[src/sv/kec_pkg.sv]
// Shared key codes, operator codes, widths and control structures of the keypad calculator.
package kec_pkg;

	localparam int DATA_W = 32;
	localparam int KEY_W = 8;
	localparam int OP_W = 3;
	localparam int CNT_W = $clog2(DATA_W);

	localparam logic [KEY_W-1:0] KEY_PLUS  = 8'h2B;
	localparam logic [KEY_W-1:0] KEY_MINUS = 8'h2D;
	localparam logic [KEY_W-1:0] KEY_MUL   = 8'h2A;
	localparam logic [KEY_W-1:0] KEY_DIV   = 8'h2F;
	localparam logic [KEY_W-1:0] KEY_EQ    = 8'h3D;
	localparam logic [KEY_W-1:0] KEY_CLEAR = 8'h43;
	localparam logic [KEY_W-1:0] KEY_ZERO  = 8'h30;
	localparam logic [KEY_W-1:0] KEY_NINE  = 8'h39;

	localparam logic [OP_W-1:0] OP_NONE = 3'd0;
	localparam logic [OP_W-1:0] OP_ADD  = 3'd1;
	localparam logic [OP_W-1:0] OP_SUB  = 3'd2;
	localparam logic [OP_W-1:0] OP_MUL  = 3'd3;
	localparam logic [OP_W-1:0] OP_DIV  = 3'd4;

	// Request from the key parser to the arithmetic unit.
	typedef struct packed {
		logic start;
		logic ack;
		logic [OP_W-1:0] op;
	} kec_alu_ctl_t;

	// Status returned by the arithmetic unit.
	typedef struct packed {
		logic busy;
		logic done;
	} kec_alu_sts_t;

	// Decimal accumulation: acc * 10 + digit, wrapping to the data width.
	function automatic logic [DATA_W-1:0] acc_digit(input logic [DATA_W-1:0] acc,
		input logic [3:0] digit);
		logic [DATA_W-1:0] sum;
		begin
			sum = (acc << 3) + (acc << 1) + {{(DATA_W-4){1'b0}}, digit};
			return sum;
		end
	endfunction

endpackage

[src/sv/kec_alu.sv]
// Iterative arithmetic unit: bit-serial add and subtract, shift-add multiply, restoring divide.
module kec_alu
	import kec_pkg::*;
(
	input  logic              clk,
	input  logic              arst_n,
	input  kec_alu_ctl_t      ctl,
	input  logic [DATA_W-1:0] opa,
	input  logic [DATA_W-1:0] opb,
	output kec_alu_sts_t      sts,
	output logic [DATA_W-1:0] result,
	output logic              div_zero
);

	localparam logic [1:0] AS_IDLE = 2'd0;
	localparam logic [1:0] AS_RUN  = 2'd1;
	localparam logic [1:0] AS_FIX  = 2'd2;
	localparam logic [1:0] AS_DONE = 2'd3;
	localparam logic [CNT_W-1:0] CNT_LAST = CNT_W'(DATA_W - 1);

	logic [1:0]        ast_q;
	logic [CNT_W-1:0]  cnt_q;
	logic [OP_W-1:0]   op_q;
	logic [DATA_W-1:0] a_q;
	logic [DATA_W-1:0] b_q;
	logic [DATA_W-1:0] acc_q;
	logic              carry_q;
	logic              neg_q;
	logic              dz_q;
	logic [DATA_W-1:0] result_q;

	logic [DATA_W-1:0] mag_a;
	logic [DATA_W-1:0] mag_b;
	logic [DATA_W-1:0] rem_shift;
	logic [DATA_W:0]   trial;
	logic              sum_bit;
	logic              sum_carry;

	assign mag_a = opa[DATA_W-1] ? (~opa + DATA_W'(1)) : opa;
	assign mag_b = opb[DATA_W-1] ? (~opb + DATA_W'(1)) : opb;
	assign rem_shift = {acc_q[DATA_W-2:0], a_q[DATA_W-1]};
	assign trial = {1'b0, rem_shift} - {1'b0, b_q};
	assign sum_bit = a_q[0] ^ b_q[0] ^ carry_q;
	assign sum_carry = (a_q[0] & b_q[0]) | (a_q[0] & carry_q) | (b_q[0] & carry_q);

	always_ff @(posedge clk or negedge arst_n) begin
		if (!arst_n) begin
			ast_q <= AS_IDLE;
			cnt_q <= '0;
		end else begin
			unique case (ast_q)
				AS_IDLE: begin
					cnt_q <= '0;
					if (ctl.start) begin
						ast_q <= AS_RUN;
					end
				end
				AS_RUN: begin
					cnt_q <= cnt_q + CNT_W'(1);
					if (cnt_q == CNT_LAST) begin
						ast_q <= AS_FIX;
					end
				end
				AS_FIX: ast_q <= AS_DONE;
				AS_DONE: begin
					if (ctl.ack) begin
						ast_q <= AS_IDLE;
					end
				end
				default: ast_q <= AS_IDLE;
			endcase
		end
	end

	always_ff @(posedge clk) begin
		if (ast_q == AS_IDLE && ctl.start) begin
			op_q    <= ctl.op;
			acc_q   <= '0;
			neg_q   <= opa[DATA_W-1] ^ opb[DATA_W-1];
			dz_q    <= (ctl.op == OP_DIV) && (opb == '0);
			carry_q <= (ctl.op == OP_SUB);
			if (ctl.op == OP_DIV) begin
				a_q <= mag_a;
				b_q <= mag_b;
			end else if (ctl.op == OP_SUB) begin
				a_q <= opa;
				b_q <= ~opb;
			end else begin
				a_q <= opa;
				b_q <= opb;
			end
		end else if (ast_q == AS_RUN) begin
			unique case (op_q)
				OP_ADD, OP_SUB: begin
					// One sum bit per cycle enters from the top; after a full pass
					// a_q holds the sum.
					a_q     <= {sum_bit, a_q[DATA_W-1:1]};
					b_q     <= {1'b0, b_q[DATA_W-1:1]};
					carry_q <= sum_carry;
				end
				OP_MUL: begin
					if (b_q[0]) begin
						acc_q <= acc_q + a_q;
					end
					a_q <= {a_q[DATA_W-2:0], 1'b0};
					b_q <= {1'b0, b_q[DATA_W-1:1]};
				end
				OP_DIV: begin
					// Restoring step: the dividend shifts out of a_q while the
					// quotient bits shift in behind it.
					if (!trial[DATA_W]) begin
						acc_q <= trial[DATA_W-1:0];
						a_q   <= {a_q[DATA_W-2:0], 1'b1};
					end else begin
						acc_q <= rem_shift;
						a_q   <= {a_q[DATA_W-2:0], 1'b0};
					end
				end
				default: begin
					a_q <= a_q;
				end
			endcase
		end
	end

	always_ff @(posedge clk) begin
		if (ast_q == AS_FIX) begin
			unique case (op_q)
				OP_ADD, OP_SUB: result_q <= a_q;
				OP_MUL:         result_q <= acc_q;
				OP_DIV: begin
					if (dz_q) begin
						result_q <= '0;
					end else if (neg_q) begin
						result_q <= ~a_q + DATA_W'(1);
					end else begin
						result_q <= a_q;
					end
				end
				default: result_q <= '0;
			endcase
		end
	end

	assign sts.busy = (ast_q != AS_IDLE);
	assign sts.done = (ast_q == AS_DONE);
	assign result = result_q;
	assign div_zero = dz_q;

endmodule

[src/sv/keypad_expression_calculator_core.sv]
// Top level of the keypad calculator: key parser, operand registers and result register.
// The block takes ASCII key codes one transfer at a time and builds a two-operand
// expression: the first operand is parsed like atoi (optional sign, then digits,
// frozen at the first other key), the last of + - * / entered is the operator, and
// the digits after it form the second operand. A '=' key starts the arithmetic unit
// and produces one result transfer carrying the 32-bit wrapping sum, difference or
// product, or the quotient truncated toward zero; division by zero gives value 0 with
// divide_by_zero set. Both '=' and 'C' clear the expression; every other key only
// updates the expression and produces no result. A '=' key occupies the block through
// a start step, the iterations of the shared serial arithmetic unit, a sign and select
// step and the load into the result register, plus any time the result waits for the
// result register to empty; keys are not taken during that time. The finished result
// sits in its own register, so keys are taken again while it waits.
module keypad_expression_calculator_core
	import kec_pkg::*;
(
	input  logic                     clk,
	input  logic                     arst_n,
	input  logic                     in_valid,
	output logic                     in_ready,
	input  logic [KEY_W-1:0]         key,
	output logic                     out_valid,
	input  logic                     out_ready,
	output logic signed [DATA_W-1:0] value,
	output logic                     divide_by_zero
);

	localparam logic ST_IDLE = 1'b0;
	localparam logic ST_BUSY = 1'b1;

	localparam logic [1:0] PH_START  = 2'd0;
	localparam logic [1:0] PH_SIGN   = 2'd1;
	localparam logic [1:0] PH_DIGITS = 2'd2;
	localparam logic [1:0] PH_FROZEN = 2'd3;

	logic              state_q;

	// Expression state, updated on every accepted key.
	logic [DATA_W-1:0] first_q;
	logic [1:0]        phase_q;
	logic              first_neg_q;
	logic [DATA_W-1:0] second_q;
	logic              second_frozen_q;
	logic [OP_W-1:0]   pend_op_q;
	logic              op_first_key_q;
	logic              any_key_q;

	logic [DATA_W-1:0] first_d;
	logic [1:0]        phase_d;
	logic              first_neg_d;
	logic [DATA_W-1:0] second_d;
	logic              second_frozen_d;
	logic [OP_W-1:0]   pend_op_d;
	logic              op_first_key_d;
	logic              any_key_d;

	logic              out_valid_q;
	logic [DATA_W-1:0] value_q;
	logic              dz_q;

	logic              accept;
	logic              is_digit;
	logic [3:0]        digit;
	logic [OP_W-1:0]   key_op;
	logic [DATA_W-1:0] opa;
	logic              load_out;

	kec_alu_ctl_t      alu_ctl;
	kec_alu_sts_t      alu_sts;
	logic [DATA_W-1:0] alu_result;
	logic              alu_dz;

	assign in_ready = (state_q == ST_IDLE);
	assign accept = in_valid && in_ready;

	assign is_digit = (key >= KEY_ZERO) && (key <= KEY_NINE);
	assign digit = is_digit ? 4'(key - KEY_ZERO) : 4'd0;

	always_comb begin
		unique if (key == KEY_PLUS) begin
			key_op = OP_ADD;
		end else if (key == KEY_MINUS) begin
			key_op = OP_SUB;
		end else if (key == KEY_MUL) begin
			key_op = OP_MUL;
		end else if (key == KEY_DIV) begin
			key_op = OP_DIV;
		end else begin
			key_op = OP_NONE;
		end
	end

	// Next expression state for the key on the input.
	always_comb begin
		first_d         = first_q;
		phase_d         = phase_q;
		first_neg_d     = first_neg_q;
		second_d        = second_q;
		second_frozen_d = second_frozen_q;
		pend_op_d       = pend_op_q;
		op_first_key_d  = op_first_key_q;
		any_key_d       = 1'b1;
		if (key == KEY_CLEAR || key == KEY_EQ) begin
			first_d         = '0;
			phase_d         = PH_START;
			first_neg_d     = 1'b0;
			second_d        = '0;
			second_frozen_d = 1'b0;
			pend_op_d       = OP_NONE;
			op_first_key_d  = 1'b0;
			any_key_d       = 1'b0;
		end else begin
			// The first operand follows atoi: a sign is legal only as the very
			// first key, and any non-digit afterwards freezes it.
			if (phase_q == PH_START) begin
				if (key == KEY_PLUS || key == KEY_MINUS) begin
					first_neg_d = (key == KEY_MINUS);
					phase_d     = PH_SIGN;
				end else if (is_digit) begin
					first_d = acc_digit(first_q, digit);
					phase_d = PH_DIGITS;
				end else begin
					phase_d = PH_FROZEN;
				end
			end else if (phase_q != PH_FROZEN) begin
				if (is_digit) begin
					first_d = acc_digit(first_q, digit);
					phase_d = PH_DIGITS;
				end else begin
					phase_d = PH_FROZEN;
				end
			end
			// Each operator restarts the second operand; the last one wins.
			if (key_op != OP_NONE) begin
				pend_op_d       = key_op;
				op_first_key_d  = !any_key_q;
				second_d        = '0;
				second_frozen_d = 1'b0;
			end else if (!second_frozen_q) begin
				if (is_digit) begin
					second_d = acc_digit(second_q, digit);
				end else begin
					second_frozen_d = 1'b1;
				end
			end
		end
	end

	always_ff @(posedge clk or negedge arst_n) begin
		if (!arst_n) begin
			first_q         <= '0;
			phase_q         <= PH_START;
			first_neg_q     <= 1'b0;
			second_q        <= '0;
			second_frozen_q <= 1'b0;
			pend_op_q       <= OP_NONE;
			op_first_key_q  <= 1'b0;
			any_key_q       <= 1'b0;
		end else if (accept) begin
			first_q         <= first_d;
			phase_q         <= phase_d;
			first_neg_q     <= first_neg_d;
			second_q        <= second_d;
			second_frozen_q <= second_frozen_d;
			pend_op_q       <= pend_op_d;
			op_first_key_q  <= op_first_key_d;
			any_key_q       <= any_key_d;
		end
	end

	// A leading operator that is never followed by another leaves the first
	// operand at zero; otherwise the sign is applied by two's complement.
	always_comb begin
		if (op_first_key_q) begin
			opa = '0;
		end else if (first_neg_q) begin
			opa = ~first_q + DATA_W'(1);
		end else begin
			opa = first_q;
		end
	end

	// The result register takes the arithmetic result once it is free or being
	// emptied in the same cycle.
	assign load_out = (state_q == ST_BUSY) && alu_sts.done && (!out_valid_q || out_ready);

	assign alu_ctl.start = accept && (key == KEY_EQ);
	assign alu_ctl.ack   = load_out;
	assign alu_ctl.op    = pend_op_q;

	kec_alu u_alu (
		.clk      (clk),
		.arst_n   (arst_n),
		.ctl      (alu_ctl),
		.opa      (opa),
		.opb      (second_q),
		.sts      (alu_sts),
		.result   (alu_result),
		.div_zero (alu_dz)
	);

	always_ff @(posedge clk or negedge arst_n) begin
		if (!arst_n) begin
			state_q <= ST_IDLE;
		end else begin
			unique case (state_q)
				ST_IDLE: begin
					if (alu_ctl.start) begin
						state_q <= ST_BUSY;
					end
				end
				ST_BUSY: begin
					if (load_out) begin
						state_q <= ST_IDLE;
					end
				end
				default: state_q <= ST_IDLE;
			endcase
		end
	end

	always_ff @(posedge clk or negedge arst_n) begin
		if (!arst_n) begin
			out_valid_q <= 1'b0;
		end else if (load_out) begin
			out_valid_q <= 1'b1;
		end else if (out_ready) begin
			out_valid_q <= 1'b0;
		end
	end

	always_ff @(posedge clk) begin
		if (load_out) begin
			value_q <= alu_result;
			dz_q    <= alu_dz;
		end
	end

	assign out_valid = out_valid_q;
	assign value = value_q;
	assign divide_by_zero = dz_q;

	// The arithmetic unit is only started when it is free.
	a_start_idle: assert property (@(posedge clk) disable iff (!arst_n)
		alu_ctl.start |-> !alu_sts.busy)
		else $error("arithmetic unit started while busy");

	// A finished result only exists while the parser waits for it.
	a_done_busy: assert property (@(posedge clk) disable iff (!arst_n)
		alu_sts.done |-> (state_q == ST_BUSY))
		else $error("arithmetic result with parser idle");

	// An equals key moves the parser into the waiting state.
	a_eq_busy: assert property (@(posedge clk) disable iff (!arst_n)
		(accept && key == KEY_EQ) |=> (state_q == ST_BUSY) && alu_sts.busy)
		else $error("equals key did not start evaluation");

	// Division by zero always reports a zero value.
	a_dz_zero: assert property (@(posedge clk) disable iff (!arst_n)
		(out_valid && divide_by_zero) |-> (value == '0))
		else $error("division by zero with nonzero value");

	// The expression is cleared after each evaluation.
	a_eq_clear: assert property (@(posedge clk) disable iff (!arst_n)
		(accept && key == KEY_EQ) |=> (pend_op_q == OP_NONE) && !any_key_q)
		else $error("expression not cleared after equals");

endmodule
[config.mk]
export PLATFORM = sky130hd
export DESIGN_NAME = keypad_expression_calculator_core
export DESIGN_NICKNAME = d
export VERILOG_FILES = /design/src/sv/kec_pkg.sv /design/src/sv/kec_alu.sv /design/src/sv/keypad_expression_calculator_core.sv
export SDC_FILE = /design/constraint.sdc
export NUM_CORES = 1
export LEC_CHECK = 0
export ABC_AREA = 1
export BUFFER_PORTS_ARGS = -buffer_cell sky130_fd_sc_hd__buf_2
export CAP_MARGIN = 20
export CORE_UTILIZATION = 60
export CTS_BUF_LIST = sky130_fd_sc_hd__clkbuf_2
export DETAILED_ROUTE_END_ITERATION = 7
export PLACE_DENSITY = 0.76
export SLEW_MARGIN = 20
export SYNTH_ARGS = -nofsm -noshare
export SYNTH_HDL_FRONTEND = slang
export SYNTH_SLANG_ARGS = --single-unit
[constraint.sdc]
create_clock -name clk -period 9 [get_ports clk]
set_input_delay 1.35 -clock clk [delete_from_list [all_inputs] [get_ports clk]]
set_output_delay 1.35 -clock clk [all_outputs]
set_load 0.02 [all_outputs]
# Yosys cells after proc, flatten, opt, wreduce, memory -nomap -nowiden
# Index checks and enable logic that the tools add are counted.
# Widths: inputs -> output; s select.
[totals]
ram_bits = 0
rom_bits = 0
memories = 0
latchBits = 0
in_bits = 12
regBits = 249
[op_classes]
reduce_logical = 40
n_eq_ne = 23
magnitude_cmp = 2
n_addsub = 12
bitwise_logic = 13
n_mux = 64
mul = 0
n_div = 0
shift = 0
[ops]
columns = ["operator", "count"]
rows = [
  ["$mux 32", 25],
  ["$pmux 32 s3", 2],
  ["$add 32x1->32 const B", 4],
  ["$not 32->32", 4],
  ["$add 32x32->32", 3],
  ["$add 32x4->32", 2],
  ["$pmux 32 s2", 1],
  ["$eq 8x6->1 const B", 5],
  ["$sub 32x32->33", 1],
  ["$logic_not 32->1", 1],
  ["$mux 1", 19],
  ["$mux 3", 6],
  ["$reduce_bool 2->1", 9],
  ["$reduce_and 3->1", 5],
  ["$mux 2", 7],
  ["$pmux 5 s2", 1],
  ["$reduce_and 2->1", 5],
  ["$eq 3x2->1 const B", 3],
  ["$reduce_bool 3->1", 3],
  ["$eq 8x7->1 const B", 1],
  ["$ge 8x6->1 const B", 1],
  ["$le 8x6->1 const B", 1],
  ["$pmux 2 s4", 1],
  ["$logic_and 1x1->1", 7],
  ["23 further kinds", 37],
]

# Longest topological paths before layout
# Gate-level depths: netlist of run 1.
[logic_depth]
ltp_word = 9
mapped_depth = 24
mapped_depth_nobuf = 24

# Modules after synthesis
# A second synthesis of run 1 with hierarchy kept.
[hier_totals]
cells_unflattened = 3930
hier_area_um2 = 24623.6
[modules_own_cells]
columns = ["mod", "cells_each", "n_inst", "area_each_um2"]
rows = [
  ["kec_alu", 2320, 1, 14266.2],
  ["keypad_expression_calculator_core", 1610, 1, 10357.4],
]

# Least setup slack after synthesis of run 1
# No wires, ideal clock.
[synth_path]
path_kind = "in2reg"
from = "input port key[7]"
to = "register first_q[30]"
path_buffers = 0
setup_slack_ns = 4.770
setup_time_ns = 0.133
t_arrival_ns = 4.098
cell_stages = 20
path_cell_list = "nor2_1 > inv_1 > nor3_2 > nand3_1 > inv_1 > nand2_1 > fa_1 > fa_1 > inv_1 > nand3_1 > nand2_1 > nand2_1 > a31oi_1 > nand2_1 > nand2_1 > nand2_1 > nand2_1 > nand3_1 > a21oi_1 > o22ai_1"
[synth_via]
elab_chain_cells = 8
[synth_lines]
columns = ["item", "line_no", "text"]
rows = [
  ["from (decl)", "keypad_expression_calculator_core.sv:21", "input logic [KEY_W-1:0] key,"],
  ["$ge 8x6->1 / $le 8x6->1 (equally long branches)", "keypad_expression_calculator_core.sv:76", "assign is_digit = (key >= KEY_ZERO) && (key <= KEY_NINE);"],
  ["$logic_and 1x1->1", "keypad_expression_calculator_core.sv:76", ""],
  ["$mux 4", "keypad_expression_calculator_core.sv:77", "assign digit = is_digit ? 4'(key - KEY_ZERO) : 4'd0;"],
  ["$add 32x4->32", "kec_pkg.sv:42", "sum = (acc << 3) + (acc << 1) + {{(DATA_W-4){1'b0}}, digit};"],
  ["$mux 32", "keypad_expression_calculator_core.sv:119, keypad_expression_calculator_core.sv:126", ""],
  ["$mux 32 (on tied branches)", "keypad_expression_calculator_core.sv:125, keypad_expression_calculator_core.sv:116", ""],
  ["$mux 32", "keypad_expression_calculator_core.sv:115", "if (phase_q == PH_START) begin"],
  ["$mux 32", "keypad_expression_calculator_core.sv:103", "if (key == KEY_CLEAR || key == KEY_EQ) begin"],
  ["to (signal assigned)", "keypad_expression_calculator_core.sv:160", "first_q <= first_d;"],
  ["to (decl)", "keypad_expression_calculator_core.sv:39", "logic [DATA_W-1:0] first_q;"],
]
# Parallel ways exist; a longest one is shown, timed or not. The select of a mux whose other input is x is not followed.
# A chain may end at the register's enable or synchronous reset.

# Worst setup path in the final report of run 1
[layout_path]
from = "register u_alu.a_q[31]"
to = "register u_alu.acc_q[28]"
[layout_via]
elab_chain_cells = 3
[layout_lines]
columns = ["item", "line_no", "text"]
rows = [
  ["from (decl)", "kec_alu.sv:24", "logic [DATA_W-1:0] a_q;"],
  ["from (signal assigned)", "kec_alu.sv:83", "a_q <= mag_a;"],
  ["from (signal assigned)", "kec_alu.sv:86", "a_q <= opa;"],
  ["from (signal assigned)", "kec_alu.sv:89", "a_q <= opa;"],
  ["$sub 32x32->33", "kec_alu.sv:42", "assign trial = {1'b0, rem_shift} - {1'b0, b_q};"],
  ["$mux 32", "kec_alu.sv:111", "if (!trial[DATA_W]) begin"],
  ["$pmux 32 s2", "kec_alu.sv:93", "unique case (op_q)"],
  ["to (signal assigned)", "kec_alu.sv:103", "acc_q <= acc_q + a_q;"],
  ["to (signal assigned)", "kec_alu.sv:112", "acc_q <= trial[DATA_W-1:0];"],
  ["to (signal assigned)", "kec_alu.sv:115", "acc_q <= rem_shift;"],
  ["to (decl)", "kec_alu.sv:26", "logic [DATA_W-1:0] acc_q;"],
]
# Every way passes these cells.

==> results.toml, run 1 <==
[status]
status = "finished clean"

[cts]
clk_latency_ps = 1040
post_cts_buffers = 0
clk_path_buf_depth = 3
cts_sinks = 249
cts_hold_buf = 0
ctsHtreeMaxLevel = 3
tritoncts = "done"
cts-root-buf = "clkbuf_2"
cts-buffers-inserted = 72
clk_pin_slew_ps = 90
cts_resized = 0

[global_routing]
grt_pass1_vias = 21048
grt_overflow = 0
grt_max_degree = 93
grtUsageTotal_pct = 36.26
grt_pass1_wl_um = 109300
antenna_found_initial = 2

[floorplanning]
rows = 70
die_h_um = 194.3
dieArea_mm2 = 0.03775
pin_count = 47
core_area_mm2 = 0.03652
die_w_um = 194.3
start_util_pct = 60.74

[routing]
vias = 22557
drc = 0
wl_per_cell_um = 18.34
wl_um = 68590
postRouteAntennaNets = 0
drt-initial-drc-count = 2079
vias_per_cell = 6.031
firstDrtPassIters = 7

[final_layout]
fin_cells = 3740
drive_gt1_share_pct = 8.815
fin_util_pct = 64.40
n_fill_cell = 3357
nets = 3428
area_delta_synth_final_pct = 6.029

[synthesis]
yosys-top-cells-area = "edfxtp_1, nand2_1, ha_1"
async_reset_ff_share_pct = 32.93
synth.distinct_cells = 60
netlist_instances = 3160
yosys_most_used_dff = "edfxtp_1"
netlist.top_cell.by_area = "edfxtp_1"
ys_seq_elements = 249
synth_area_mm2 = 0.02218
yosysWarnings = 0
synth-edff-count = 135
yosysSeqAreaShare_pct = 30.41
syn_area_per_cell_um2 = 7.020
syn_nets = 3368
netlist.area_leader.share_pct = 18.27

[place]
dp_hpwl_um = 53390
placed_cells = 3614
gp_congestion = 1.002
port_buffers = 46

[min_path]
hold_path_class = "primary input to asynchronous set/reset pin"

[timing]
skew_ps = 89.04
fin_crit_sh_pct = 46.83
fin_crit_ps = 4215
max_freq_ghz = 0.2373
final_hold_viol_count = 0
slew_viol_final = 0
finalSetupViolations = 0
final.setup.tns_ps = 0
worst_pin_slew_ps = 1057
rsz0062_at_grt = "no"
relSlewSlack_pct = 29.43

[power_and_ir_drop]
ir_drop_mv = 0.3440
p_per_area_mw_per_mm2 = 371.8
leakagePower_uw = 0.01113

[setup_path]
start_kind = "flip-flop"
cp.required_ps = 9810
critical_path_arrival_ps = 5030
path_class = "flip-flop to flip-flop"
crit_fanout = 55
end_kind = "flip-flop"

[job]
max_cap_violations = 0
final cells by class:
| class | instances | area [um2] | area share, % |
|---|---|---|---|
| clock inverters | 17 | 201.4 | 0.8564 |
| diodes | 5 | 12.51 | 0.05319 |
| flip-flops and latches | 249 | 6746 | 28.68 |
| multi-input cells | 2469 | 13720 | 58.33 |
| well taps | 468 | 585.6 | 2.489 |
| inverters | 364 | 1366 | 5.809 |
| clock buffers | 104 | 520.5 | 2.213 |
| repair buffers | 64 | 367.9 | 1.564 |
flip-flops by register name, summed over array words and instances, names as in the netlist, 2 cells and up:
name          count
second_q         32
u_alu.acc_q      32
u_alu.ast_q       2
first_q          32
pend_op_q         3
u_alu.result     32
value            32
u_alu.b_q        32
u_alu.a_q        32
u_alu.op_q        3
phase_q           2
u_alu.cnt_q       5
cells in the final DEF, fill, tap and decap left out, types with 34 or more instances in the layout:
master	instances
a21oi_1	245
buf_2	45
clkbuf_2	104
dfrtp_1	82
edfxtp_1	135
ha_1	189
inv_1	343
nand2_1	800
nand3_1	183
nand4_1	34
nor2_1	263
nor3_1	47
o21ai_0	300
xor2_1	83
per-stage QoR:
stage / hold WS, ps / power [uW] / area, um2 / worst slack, ps
after floorplan: 400.3 / 6067 / 22180 / 4770
after global placement: 401.4 / 7501 / 22790 / 4205
after detailed placement: 404.5 / 7620 / 22790 / 4087
after CTS: 154.3 / 8613 / 23510 / 4829
after global routing: 161.1 / 9488 / 23520 / 4447
final: 189.3 / 8746 / 23520 / 4785
report_power, final:
group / switching (uW) / internal [uW] / leakage, uW / total [uW]
clock network: 517 / 448 / 0.000525 / 966
logic: 3810 / 1900 / 0.00813 / 5720
registers: 485 / 1580 / 0.00247 / 2070
total: 4820 / 3930 / 0.0111 / 8750
critical path: stages, from the launching register on:
cell	delay, ps
edfxtp_1	680
inv_1	240
ha_1	280
fa_1	440
o21ai_2	240
a21oi_1	200
o21ai_2	240
nand3_1	110
nand2_2	730
inv_1	410
nand2_1	140
nand2_1	50
inv_1	60
nand2_1	50
nand2_1	70
a21oi_1	50
kinds of logic after synthesis:
group | synth area share [%]
compound gates | 18.63
fa+ha+maj | 11.29
xor+xnor | 3.948
buf+inv | 7.817
flops | 30.41
simple gates | 27.90
final timing paths:
path                                   from               to  slack, ps  cells past startpoint
setup / recovery              u_alu.a_q[31]  u_alu.acc_q[28]       4790                     15
hold / removal                       arst_n     second_q[28]        190                      1
setup reg to reg              u_alu.a_q[31]  u_alu.acc_q[28]       4790                     15
hold reg to reg            u_alu.result[20]        value[20]        420                      0
max in group asynchronous            arst_n   u_alu.cnt_q[1]       7570                      2
min in group clk           u_alu.result[20]        value[20]        420                      0
cell usage after synthesis (4+ instances only):
cell type / instances
inv_1: 343
nor2_2: 15
clkbuf_1: 45
nand2_1: 800
a21o_1: 14
o21ai_2: 4
a31oi_1: 14
o21a_1: 11
buf_4: 5
or2_2: 7
o21ai_0: 301
nand3b_1: 8
o221ai_1: 24
dfrtp_1: 82
xnor2_1: 17
nand3_1: 183
edfxtp_1: 135
o31ai_1: 5
nor3_1: 47
dfxtp_1: 32
nor2_1: 265
o21bai_1: 23
o22ai_1: 32
o211ai_1: 22
fa_1: 7
a21oi_1: 245
nand2_4: 5
nand2_2: 21
buf_2: 21
o21ai_1: 28
ha_1: 189
nand3_2: 15
buf_6: 4
inv_2: 20
nor3_2: 5
xor2_1: 83
nor2_4: 6
nand4_1: 34
nor4_1: 10
routing by layer:
layer / up-vias / track usage (%) / part of all wire, %
li1: 10903 / - / -
met1: 10441 / 49.46 / 44
met2: 1051 / 57.58 / 45
met3: 162 / 6.262 / 8.3
met4: 0 / 13.64 / 3.4
met5: - / 0 / 0
(Power assumes the default switching activity.)
==> run 2: changes to the inputs <==
Settings changed: PLACE_DENSITY 0.76 to 0.79.
Clock period 9 ns to 3.5 ns, I/O delays scaled along.
==> run 2 against run 1 <==
Compared with the run above:
- global-route usage increased by 0.97 points
- largest cell class unchanged
- setup slack got worse by 4400 ps
- critical path depth increased by 9
- via count increased by 0.54%
- clock skew increased by 12 ps
- clock-buffer cell count decreased by 5
- critical endpoint is now first_q[31]
- design area increased by 1.7%
- sequential power increased to 2.5 times the previous value
- die area unchanged
- non-clock buffer count increased by 50
- highest routed layer unchanged
- first-iteration DRC count decreased by 3.8%
==> results.toml, run 2 (synthesis results as in run 1) <==
[timing]
finalSetupViolations = 0
timing.final.ws_setup_ps = 388.1
rsz0062_at_grt = "no"
slew_viol_final = 0
worst_pin_slew_ps = 875.8
final_hold_viol_count = 0
relSlewSlack_pct = 41.62
max_freq_ghz = 0.3213
skew_ps = 100.7
fin_crit_ps = 3112
fin_crit_sh_pct = 88.91

[floorplanning]
die_w_um = 194.3
start_util_pct = 60.74
dieArea_mm2 = 0.03775
rows = 70
pin_count = 47
core_area_mm2 = 0.03652
die_h_um = 194.3

[routing]
vias_per_cell = 5.976
drt-initial-drc-count = 1999
drc = 0
postRouteAntennaNets = 0
vias = 22678
firstDrtPassIters = 6
wl_per_cell_um = 18.37
wl_um = 69700

[place]
port_buffers = 46
post-place-ws_ps = -253.4
placed_cells = 3658
gp_congestion = 1.014
dp_hpwl_um = 54690

[final_layout]
fin_util_pct = 65.51
layout_commonest_cell = "nand2_1"
nets = 3477
final_cell_mix = "nand2_1, inv_1, o21ai_0"
area_delta_synth_final_pct = 7.857
fin_cells = 3795
drive_gt1_share_pct = 9.922

[global_routing]
antenna_found_initial = 1
grt_pass1_vias = 21633
grt_max_degree = 77
grtUsageTotal_pct = 37.23
grt_overflow = 0
grt_pass1_wl_um = 112000

[power_and_ir_drop]
intPower_uw = 10440
p_clk_share_pct = 10.7
seqPwrFrac_pct = 22.9
leakagePower_uw = 0.01137
combPwrFrac_pct = 66.3
p_switching_uw = 12570
switching_share_pct = 54.63
ir_drop_mv = 0.8666
p_per_area_mw_per_mm2 = 961.3

[job]
max_cap_violations = 0

[cts]
cts-buffers-inserted = 71
cts-root-buf = "clkbuf_2"
cts_resized = 0
ctsHtreeMaxLevel = 3
clk_latency_ps = 1030
clk_pin_slew_ps = 100
tritoncts = "done"
cts_sinks = 249
clk_path_buf_depth = 3

[setup_path]
cp.required_ps = 4360
crit_fanout = 4
path_class = "primary input to flip-flop"
critical_path_arrival_ps = 3970
end_kind = "flip-flop"
start_kind = "primary input"

[min_path]
hold_path_class = "primary input to flip-flop"

[status]
status = "finished clean"
## run 2: path summary, 6_finish.rpt
path                                  start        endpoint  slack (ps)  cells after the start
setup reg to reg                first_q[20]   u_alu.a_q[30]         430                     16
min in group asynchronous            arst_n     first_q[17]         120                      2
hold reg to reg            u_alu.result[16]       value[16]         410                      0
max in group asynchronous            arst_n  op_first_key_q        2590                      3
hold / removal                       key[6]      first_q[3]          50                      4
setup / recovery                     key[2]     first_q[31]         390                     24
## run 2: power by group through the flow
| stage | Combinational, uW | Sequential (uW) | Clock [uW] |
|---|---|---|---|
| after detailed placement | 14800 | 5280 | 0 |
| final | 15300 | 5270 | 2470 |
| after CTS | 14900 | 5220 | 2510 |
| after floorplan | 10800 | 4840 | 0 |
| after global routing | 17000 | 5320 | 2660 |
| after global placement | 14500 | 5250 | 0 |
## run 2: area by class of cell
cell class / instances / area [um2]
inverter: 364 / 1366
multi-input combinational: 2469 / 13730
clock inverter: 31 / 234.0
antenna: 1 / 2.502
clock buffer: 99 / 495.5
timing repair buffer: 114 / 770.7
fill: 3310 / 12600
tap: 468 / 585.6
sequential: 249 / 6746
## run 2: through the flow
| step | power (uW) | hold WS [ps] | setup TNS [ps] | instance area, um2 |
|---|---|---|---|---|
| 6_report | 23000 | 51.75 | 0 | 23930 |
| 5_1_grt | 24970 | 35.21 | 0 | 23930 |
| 3_5_place_dp | 20100 | 404.5 | -3862 | 23130 |
| 2_1_floorplan | 15600 | 229.4 | 0 | 22180 |
| 4_1_cts | 22640 | 8.822 | 0 | 23920 |
| 3_3_place_gp | 19760 | 401.7 | -599.4 | 23130 |
## run 2: critical path, cell delays in order
cell and delay, ps:
dlygate4sd3_1 540, buf_2 150, nand2_1 90, nand3_1 110
inv_1 100, nand2_1 100, buf_4 150, fa_1 530
inv_1 60, ha_1 300, nand3_1 100, nand2_1 80
nand2_1 70, nand2_1 60, nand2_1 70, nand2_1 100
nand2_1 80, nand2_1 80, a21oi_1 240, inv_1 90
nand2_1 60, nand2_1 60, o21ai_0 140, o21ai_0 90
## run 2: per-layer routing
layer	up-vias	global-route usage, %	share of wire (%)
li1	10998	-	-
met1	10500	49.27	43
met5	-	0	0
met4	0	14.11	3.7
met3	164	7.427	8.6
met2	1016	60.09	45
## run 2: what timing repair did
action                     CTS  global route
setup endpoints to repair    0             0
hold endpoints to repair    51             0
hold buffers                 6             0
buffers inserted             0             0
